===== src/hw/rtl/lmcsd_pkg.sv =====
package lmcsd_pkg;

	localparam int DEF_NUM_COLUMNS     = 8;
	localparam int DEF_NUM_ROWS        = 8;
	localparam int DEF_DRIVER_CHANNELS = 24;

	localparam int GS_BITS  = 12;
	localparam int GS_POS_W = 4;

	localparam int          HOLD_W     = 16;
	localparam logic [15:0] HOLD_RESET = 16'd250;

	localparam int CFG_IDX_W  = 1;
	localparam int CFG_DATA_W = 16;

	localparam logic [CFG_IDX_W-1:0] REG_SCAN_ENABLE = 1'd0;
	localparam logic [CFG_IDX_W-1:0] REG_HOLD_TICKS  = 1'd1;

	localparam logic [1:0] ACT_TICK  = 2'd0;
	localparam logic [1:0] ACT_PIXEL = 2'd1;
	localparam logic [1:0] ACT_CLEAR = 2'd2;

	localparam logic [1:0] KIND_GREEN = 2'd0;
	localparam logic [1:0] KIND_RED   = 2'd1;
	localparam logic [1:0] KIND_BLUE  = 2'd2;

	localparam int S_TDATA_W = 56;
	localparam int M_TDATA_W = 16;

endpackage


===== src/hw/rtl/led_matrix_column_scan_driver.sv =====
// result path: a tick item's result item is registered in stage one (frame read) and then in the output stage
// throughput: one item per cycle while the output is not stalled, pixel writes and clears included
// the frame store is a synchronous memory read in the stage ahead of the output stage
// reset: scan idle at column 0, scan_enable 0, hold_ticks 250, frame store
// reads as zero through per-pixel valid bits that reset and clear drop at once
module led_matrix_column_scan_driver
	import lmcsd_pkg::*;
#(
	parameter int NUM_COLUMNS     = DEF_NUM_COLUMNS,
	parameter int NUM_ROWS        = DEF_NUM_ROWS,
	parameter int DRIVER_CHANNELS = DEF_DRIVER_CHANNELS
) (
	input  logic                  clk,
	input  logic                  arst_n,
	input  logic                  s_tvalid,
	output logic                  s_tready,
	// pixel_x, pixel_y, red_level, green_level, blue_level
	input  logic [S_TDATA_W-1:0]  s_tdata,
	// action
	input  logic [1:0]            s_tuser,
	output logic                  m_tvalid,
	input  logic                  m_tready,
	// column_address, blank_out, enable_out, serial_bit, shift_strobe, latch_pulse, zero pad
	output logic [M_TDATA_W-1:0]  m_tdata,
	input  logic                  cfg_we,
	input  logic [CFG_IDX_W-1:0]  cfg_index,
	input  logic [CFG_DATA_W-1:0] cfg_data
);

	localparam int COL_W   = (NUM_COLUMNS > 1) ? $clog2(NUM_COLUMNS) : 1;
	localparam int ROW_W   = (NUM_ROWS > 1) ? $clog2(NUM_ROWS) : 1;
	localparam int ADDR_W  = COL_W + ROW_W;
	localparam int DEPTH   = 1 << ADDR_W;
	localparam int CH_ROWS = (DRIVER_CHANNELS - 1) / 3 + 1;
	localparam int RCH_W   = (CH_ROWS > 1) ? $clog2(CH_ROWS) : 1;
	localparam logic [RCH_W-1:0]    ROW_INIT  = RCH_W'((DRIVER_CHANNELS - 1) / 3);
	localparam logic [1:0]          KIND_INIT = 2'((DRIVER_CHANNELS - 1) % 3);
	localparam logic [GS_POS_W-1:0] POS_INIT  = GS_POS_W'(GS_BITS - 1);
	localparam logic [COL_W-1:0]    COL_LAST  = COL_W'(NUM_COLUMNS - 1);
	localparam logic [RCH_W:0]      ROW_LIMIT = (RCH_W + 1)'(NUM_ROWS);
	localparam int WORD_W = 3 * GS_BITS;

	typedef enum logic [1:0] {
		PH_IDLE,
		PH_SHIFT,
		PH_LATCH,
		PH_HOLD
	} phase_t;

	typedef struct packed {
		logic [3:0]          addr;
		logic                blank;
		logic                en;
		logic                strobe;
		logic                latch;
		logic [GS_POS_W-1:0] pos;
		logic [1:0]          kind;
		logic                live;
	} tick_t;

	logic [3:0]  pix_x;
	logic [3:0]  pix_y;
	logic [11:0] red_in;
	logic [11:0] green_in;
	logic [11:0] blue_in;

	logic adv_out;
	logic acc;
	logic tick_acc;
	logic pix_ok;

	logic        scan_en_q;
	logic [15:0] hold_ticks_q;

	phase_t              phase_q, phase_n;
	logic [COL_W-1:0]    col_q, col_n;
	logic [GS_POS_W-1:0] pos_q, pos_n;
	logic [1:0]          kind_q, kind_n;
	logic [RCH_W-1:0]    row_q, row_n;
	logic [HOLD_W-1:0]   hold_q, hold_n;
	phase_t              eff_phase;
	tick_t               tick;

	logic [WORD_W-1:0] frame_mem [DEPTH];
	logic [DEPTH-1:0]  vld_q;
	logic [ADDR_W-1:0] waddr;
	logic [ADDR_W-1:0] raddr;

	logic              s1_valid_q;
	tick_t             tick_s1;
	logic [WORD_W-1:0] rd_s1;
	logic [11:0]       level;
	logic              sbit;

	logic                 m_tvalid_q;
	logic [M_TDATA_W-1:0] m_tdata_q;

	assign pix_x    = s_tdata[3:0];
	assign pix_y    = s_tdata[7:4];
	assign red_in   = s_tdata[19:8];
	assign green_in = s_tdata[35:24];
	assign blue_in  = s_tdata[51:40];

	assign adv_out  = !m_tvalid_q || m_tready;
	assign s_tready = !s1_valid_q || adv_out;
	assign acc      = s_tvalid && s_tready;
	assign tick_acc = acc && (s_tuser == ACT_TICK);
	assign pix_ok   = ({1'b0, pix_x} < 5'(NUM_COLUMNS)) && ({1'b0, pix_y} < 5'(NUM_ROWS));
	assign waddr    = {pix_x[COL_W-1:0], pix_y[ROW_W-1:0]};
	assign raddr    = {col_q, row_q[ROW_W-1:0]};

	always_ff @(posedge clk or negedge arst_n) begin
		if (!arst_n) begin
			scan_en_q    <= 1'b0;
			hold_ticks_q <= HOLD_RESET;
		end else if (cfg_we) begin
			case (cfg_index)
				REG_SCAN_ENABLE: scan_en_q    <= cfg_data[0];
				REG_HOLD_TICKS:  hold_ticks_q <= cfg_data;
				default: ;
			endcase
		end
	end

	always_comb begin
		eff_phase = ((phase_q == PH_IDLE) && scan_en_q) ? PH_SHIFT : phase_q;
		phase_n = eff_phase;
		col_n   = col_q;
		pos_n   = pos_q;
		kind_n  = kind_q;
		row_n   = row_q;
		hold_n  = hold_q;
		tick.addr   = 4'(col_q);
		tick.blank  = 1'b1;
		tick.en     = 1'b0;
		tick.strobe = 1'b0;
		tick.latch  = 1'b0;
		tick.pos    = pos_q;
		tick.kind   = kind_q;
		tick.live   = vld_q[raddr] && ({1'b0, row_q} < ROW_LIMIT);
		case (eff_phase)
			PH_SHIFT: begin
				tick.en     = 1'b1;
				tick.strobe = 1'b1;
				if (pos_q == '0) begin
					pos_n = POS_INIT;
					if ((row_q == '0) && (kind_q == KIND_GREEN)) begin
						phase_n = PH_LATCH;
						row_n   = ROW_INIT;
						kind_n  = KIND_INIT;
					end else if (kind_q == KIND_GREEN) begin
						kind_n = KIND_BLUE;
						row_n  = row_q - 1'b1;
					end else begin
						kind_n = kind_q - 1'b1;
					end
				end else begin
					pos_n = pos_q - 1'b1;
				end
			end
			PH_LATCH: begin
				tick.en    = 1'b1;
				tick.latch = 1'b1;
				hold_n     = '0;
				phase_n    = PH_HOLD;
			end
			PH_HOLD: begin
				tick.blank = 1'b0;
				hold_n     = hold_q + 1'b1;
			end
			default: ;
		endcase
		if (((eff_phase == PH_LATCH) && (hold_ticks_q == '0)) ||
		    ((eff_phase == PH_HOLD) && (({1'b0, hold_q} + 17'd1) >= {1'b0, hold_ticks_q}))) begin
			hold_n = '0;
			pos_n  = POS_INIT;
			kind_n = KIND_INIT;
			row_n  = ROW_INIT;
			if (scan_en_q) begin
				col_n   = (col_q == COL_LAST) ? '0 : col_q + 1'b1;
				phase_n = PH_SHIFT;
			end else begin
				col_n   = '0;
				phase_n = PH_IDLE;
			end
		end
	end

	always_ff @(posedge clk or negedge arst_n) begin
		if (!arst_n) begin
			phase_q    <= PH_IDLE;
			col_q      <= '0;
			pos_q      <= POS_INIT;
			kind_q     <= KIND_INIT;
			row_q      <= ROW_INIT;
			hold_q     <= '0;
			s1_valid_q <= 1'b0;
			m_tvalid_q <= 1'b0;
			m_tdata_q  <= '0;
		end else begin
			if (tick_acc) begin
				phase_q <= phase_n;
				col_q   <= col_n;
				pos_q   <= pos_n;
				kind_q  <= kind_n;
				row_q   <= row_n;
				hold_q  <= hold_n;
			end
			if (tick_acc) begin
				s1_valid_q <= 1'b1;
			end else if (adv_out) begin
				s1_valid_q <= 1'b0;
			end
			if (adv_out) begin
				m_tvalid_q <= s1_valid_q;
				if (s1_valid_q) begin
					m_tdata_q <= {7'd0, tick_s1.latch, tick_s1.strobe, sbit, tick_s1.en,
						tick_s1.blank, tick_s1.addr};
				end
			end
		end
	end

	always_ff @(posedge clk or negedge arst_n) begin
		if (!arst_n) begin
			vld_q <= '0;
		end else if (acc && (s_tuser == ACT_CLEAR)) begin
			vld_q <= '0;
		end else if (acc && (s_tuser == ACT_PIXEL) && pix_ok) begin
			vld_q[waddr] <= 1'b1;
		end
	end

	always_ff @(posedge clk) begin
		if (acc && (s_tuser == ACT_PIXEL) && pix_ok) begin
			frame_mem[waddr] <= {blue_in, green_in, red_in};
		end
		if (tick_acc) begin
			rd_s1   <= frame_mem[raddr];
			tick_s1 <= tick;
		end
	end

	always_comb begin
		case (tick_s1.kind)
			KIND_GREEN: level = rd_s1[23:12];
			KIND_RED:   level = rd_s1[11:0];
			KIND_BLUE:  level = rd_s1[35:24];
			default:    level = '0;
		endcase
		sbit = tick_s1.strobe && tick_s1.live && level[tick_s1.pos];
	end

	assign m_tvalid = m_tvalid_q;
	assign m_tdata  = m_tdata_q;

endmodule


===== config.mk =====
export PLATFORM = sky130hd
export DESIGN_NAME = led_matrix_column_scan_driver
export DESIGN_NICKNAME = d
export VERILOG_FILES = /design/src/hw/rtl/lmcsd_pkg.sv /design/src/hw/rtl/led_matrix_column_scan_driver.sv
export SDC_FILE = /design/constraint.sdc
export NUM_CORES = 2
export LEC_CHECK = 0
export BUFFER_PORTS_ARGS = -buffer_cell sky130_fd_sc_hd__buf_2
export CORE_ASPECT_RATIO = 0.75
export CORE_MARGIN = 2
export CORE_UTILIZATION = 26
export DETAILED_ROUTE_END_ITERATION = 6
export GPL_ROUTABILITY_DRIVEN = 0
export SKIP_LAST_GASP = 1
export SLEW_MARGIN = 20
export SYNTH_ARGS = -nofsm -noshare
export SYNTH_HDL_FRONTEND = slang
export SYNTH_SLANG_ARGS = --single-unit

===== constraint.sdc =====
create_clock -name clk -period 9.1 [get_ports clk]
set_clock_uncertainty 0.2 [all_clocks]
set_input_delay 0.91 -clock clk [delete_from_list [all_inputs] [get_ports clk]]
set_output_delay 0.91 -clock clk [all_outputs]
set_load 0.05 [all_outputs]

==> qor.csv <==
metric,value,unit
synthesis.instances,4021,
power.density,248,nW/µm²
synthesis.yosys.warnings,0,
grt_setup_unrepaired,no,
cts_num_sinks,2475,
worstPathMaxFanout,74,
layout-drive-gt1-share,30.5,%
yosys_register_bits,2475,
globalRouteTotalUtil,13.1,%
synth_sequential_area_ratio,77.4,%
outcome,"complete, no violations",
wirelength_met1,107000,µm
most_repeated_library_cell_on_the_critical_path,sky130_fd_sc_hd__mux4_2,
holdBufCountCts,1,
worst_ir_drop_on_vdd,261,µV
design_area,109000,µm²
clk_latency,870,ps
port-buffer-count,77,
grt_pass1_wl,347000,µm
cap_violations,0,
route.met3.wl,25800,µm
clkTransAtPathRegs,70,ps
htree_num_levels,4,
p_leak,32.7,nW
die_w,703,µm
final_critical_path_setup_slack,4440,ps
critical_path_arrival,5050,ps
highest-signal-layer,met5,
tns,0,ps
post_synth_num_cell_types,63,
slew_viol_final,0,
drc,0,
hold_class,in2reg,
first_global_vias,44500,
drt_iter0_markers,6374,
placedCellCount,8854,
post-route-min-period,4660,ps
vias_per_cell,4.84,
setup.worst_path.start_class,flip-flop,
final_cells,9248,
final_nets,4332,
boundaryPins,98,
endpoint_kind,flip-flop,
cts_made_buffers,216,
cts_tree,done,
wl_met2,110000,µm
place_ws,4320,ps
antenna_found_initial,30,
dp_hpwl,134000,µm
worst_path_largest_cell_delay,1000,ps
critical_path.n_buffers_inverters,2,
number_of_iterations_in_the_first_detailed_routing_pass,5,
worst-slew-pin-transition,1140,ps
cts.repair.resized,0,
post-cts-setup-buffers,0,
grt_start_max_net_pins,117,
synth.avg_cell_area,23.7,µm²
final_number_of_setup_violating_endpoints,0,
layout_worst_path_cycle_share,51.2,%
synth_enable_flop_cells,2354,
cp_cell_sequence,"buf_12, buf_4, mux4_2, mux4_2, o22ai_1, nor2_1",
max-slew-margin-rel,24.1,%
routed_wire_length_per_instance,26.8,µm
synth_flop_cell,sky130_fd_sc_hd__edfxtp_1,
antenna_viol_nets_final,0,
final_hold_violations,0,
std_cell_rows,192,
setup.worst_path.class,reg2reg,
die_area,371000,µm²
floorplan.initialDensity,26.1,%
detail_route.wirelength,248000,µm
placement.cell_area,102000,µm²
post_route_total_power,27.0,mW
mappedNetlistArea,95200,µm²
cpMaxStageDelayCell,sky130_fd_sc_hd__dfstp_4,
timing.critical_path.required,9490,ps
critical_path.top_delay_family,buffers and inverters,
vias,44700,
core,365000,µm²
floorplan.die.height,528,µm
synthArstFlopShare,4.89,%
flow.area_growth_from_synthesis,14.6,%
grt_overflow,0,
fmax,214,MHz
ctsRootBufferMaster,sky130_fd_sc_hd__clkbuf_16,
ctsLongestPathBuffers,4,
==> metal layers <==
metal	GRT usage, %	vias to the layer above
li1	-	17600
met1	19.5	24600
met2	19.4	2191
met3	3.02	316
met4	2.87	10
met5	0	-
==> final timing paths <==
| check | from | to | slack [ps] | cells after the start |
|---|---|---|---|---|
| max | row_q[0] | rd_s1[23] | 4440 | 6 |
| min | m_tready | m_tvalid | 120 | 3 |
| max reg2reg | row_q[0] | rd_s1[23] | 4440 | 6 |
| min reg2reg | tick_s1[13] | m_tdata[2] | 280 | 1 |
| max in group asynchronous | arst_n | vld_q[40] | 7120 | 3 |
| min in group asynchronous | arst_n | scan_en_q | 440 | 2 |
==> cells by family after synthesis <==
logic type / Yosys count / share of synthesized area [%]
DFF: 2475 / 77.4
muxes: 783 / 18.0
and+or+nand+nor: 257 / 1.26
buffers and inverters: 246 / 1.13
AOI/OAI and AO/OA: 217 / 1.63
adders and majority gates: 28 / 0.368
xor gates and xnor gates: 14 / 0.129
other: 1 / 0.00394
==> worst reg2reg max path, delay by kind of cell, from the launching register on <==
kind	cells	cell delay (ps)
buffers and inverters	2	1330
DFF	1	1000
muxes	2	1170
and+or+nand+nor	1	190
AOI/OAI and AO/OA	1	550
==> layout by cell type (no fill, tap or decap), types with 6 or more instances in the layout <==
cell,n
sky130_fd_sc_hd__a21oi_1,18
sky130_fd_sc_hd__a22o_1,6
sky130_fd_sc_hd__a22oi_1,50
sky130_fd_sc_hd__buf_12,10
sky130_fd_sc_hd__buf_16,8
sky130_fd_sc_hd__buf_2,54
sky130_fd_sc_hd__buf_4,116
sky130_fd_sc_hd__bufinv_16,12
sky130_fd_sc_hd__clkbuf_1,43
sky130_fd_sc_hd__clkbuf_16,217
sky130_fd_sc_hd__clkbuf_8,6
sky130_fd_sc_hd__clkinv_1,56
sky130_fd_sc_hd__clkinv_2,37
sky130_fd_sc_hd__clkinvlp_4,9
sky130_fd_sc_hd__conb_1,8
sky130_fd_sc_hd__dfrtp_1,107
sky130_fd_sc_hd__dfstp_2,10
sky130_fd_sc_hd__edfxtp_1,2354
sky130_fd_sc_hd__ha_1,28
sky130_fd_sc_hd__inv_1,31
sky130_fd_sc_hd__mux2_2,25
sky130_fd_sc_hd__mux2i_1,14
sky130_fd_sc_hd__mux4_2,743
sky130_fd_sc_hd__nand2_1,73
sky130_fd_sc_hd__nand3_1,23
sky130_fd_sc_hd__nand3b_1,9
sky130_fd_sc_hd__nor2_1,37
sky130_fd_sc_hd__nor2_4,66
sky130_fd_sc_hd__nor3_1,6
sky130_fd_sc_hd__o21a_1,64
sky130_fd_sc_hd__o21ai_0,20
sky130_fd_sc_hd__o22ai_1,25
sky130_fd_sc_hd__xnor2_1,10
==> synth_stat cells (all sizes together), types with 2 or more instances <==
cell / n / share of area (%)
o22ai: 25 / 0.16
a31oi: 4 / 0.026
mux2: 26 / 0.31
nand4b: 3 / 0.028
dfstp: 13 / 0.36
nor3b: 2 / 0.016
nand2: 73 / 0.29
inv: 32 / 0.13
a211o: 2 / 0.018
o2bb2ai: 5 / 0.046
nand4: 5 / 0.033
mux2i: 14 / 0.15
or3b: 2 / 0.018
xor2: 4 / 0.037
dfrtp: 108 / 2.8
nor2b: 6 / 0.039
a21o: 2 / 0.016
nand2b: 5 / 0.033
xnor2: 10 / 0.092
nor4: 4 / 0.033
o21ai: 20 / 0.11
nand3b: 9 / 0.071
and3: 4 / 0.026
mux4: 743 / 18
edfxtp: 2354 / 74
a211oi: 2 / 0.016
nor3: 6 / 0.032
nor2: 103 / 0.41
ha: 28 / 0.37
o31ai: 3 / 0.024
or2: 3 / 0.020
buf: 100 / 0.55
o31a: 2 / 0.018
a22oi: 50 / 0.39
a22o: 6 / 0.055
nand3: 24 / 0.14
o21a: 64 / 0.50
nor4b: 3 / 0.043
a21oi: 19 / 0.11
or3: 4 / 0.026
clkbuf: 113 / 0.45
o22a: 4 / 0.037
==> flip-flops by register name, summed over array words and instances (netlist names), 4 cells and up <==
register and flops:
frame_mem 2304, hold_q 16, hold_ticks_q 16, m_tdata 8, pos_q 4, rd_s1 36
tick_s1 14, vld_q 64
==> cell type report <==
cell class	count	area, µm²
tap	4850	6070
sequential	2475	73700
multi-input combinational	1307	20900
fill	34900	256000
inverter	33	133
timing repair buffer	191	1590
clock inverter	121	925
antenna	5	12.5
clock buffer	266	5670
==> power by group <==
group          internal [mW]  leakage (nW)  switching [mW]
clock                   4.76          3.22            4.11
sequential              12.6          22.7           0.212
combinational           2.66          6.72            2.65
total                   20.0          32.7            6.98
==> metrics by stage <==
step	hold slack (ps)	util, %
4_1_cts	67.1	29.9
5_1_grt	95.3	29.9
2_1_floorplan	225	-
3_3_place_gp	266	28.0
6_report	124	29.9
3_5_place_dp	272	28.1
Note: power is estimated with default switching activity, not from simulation.
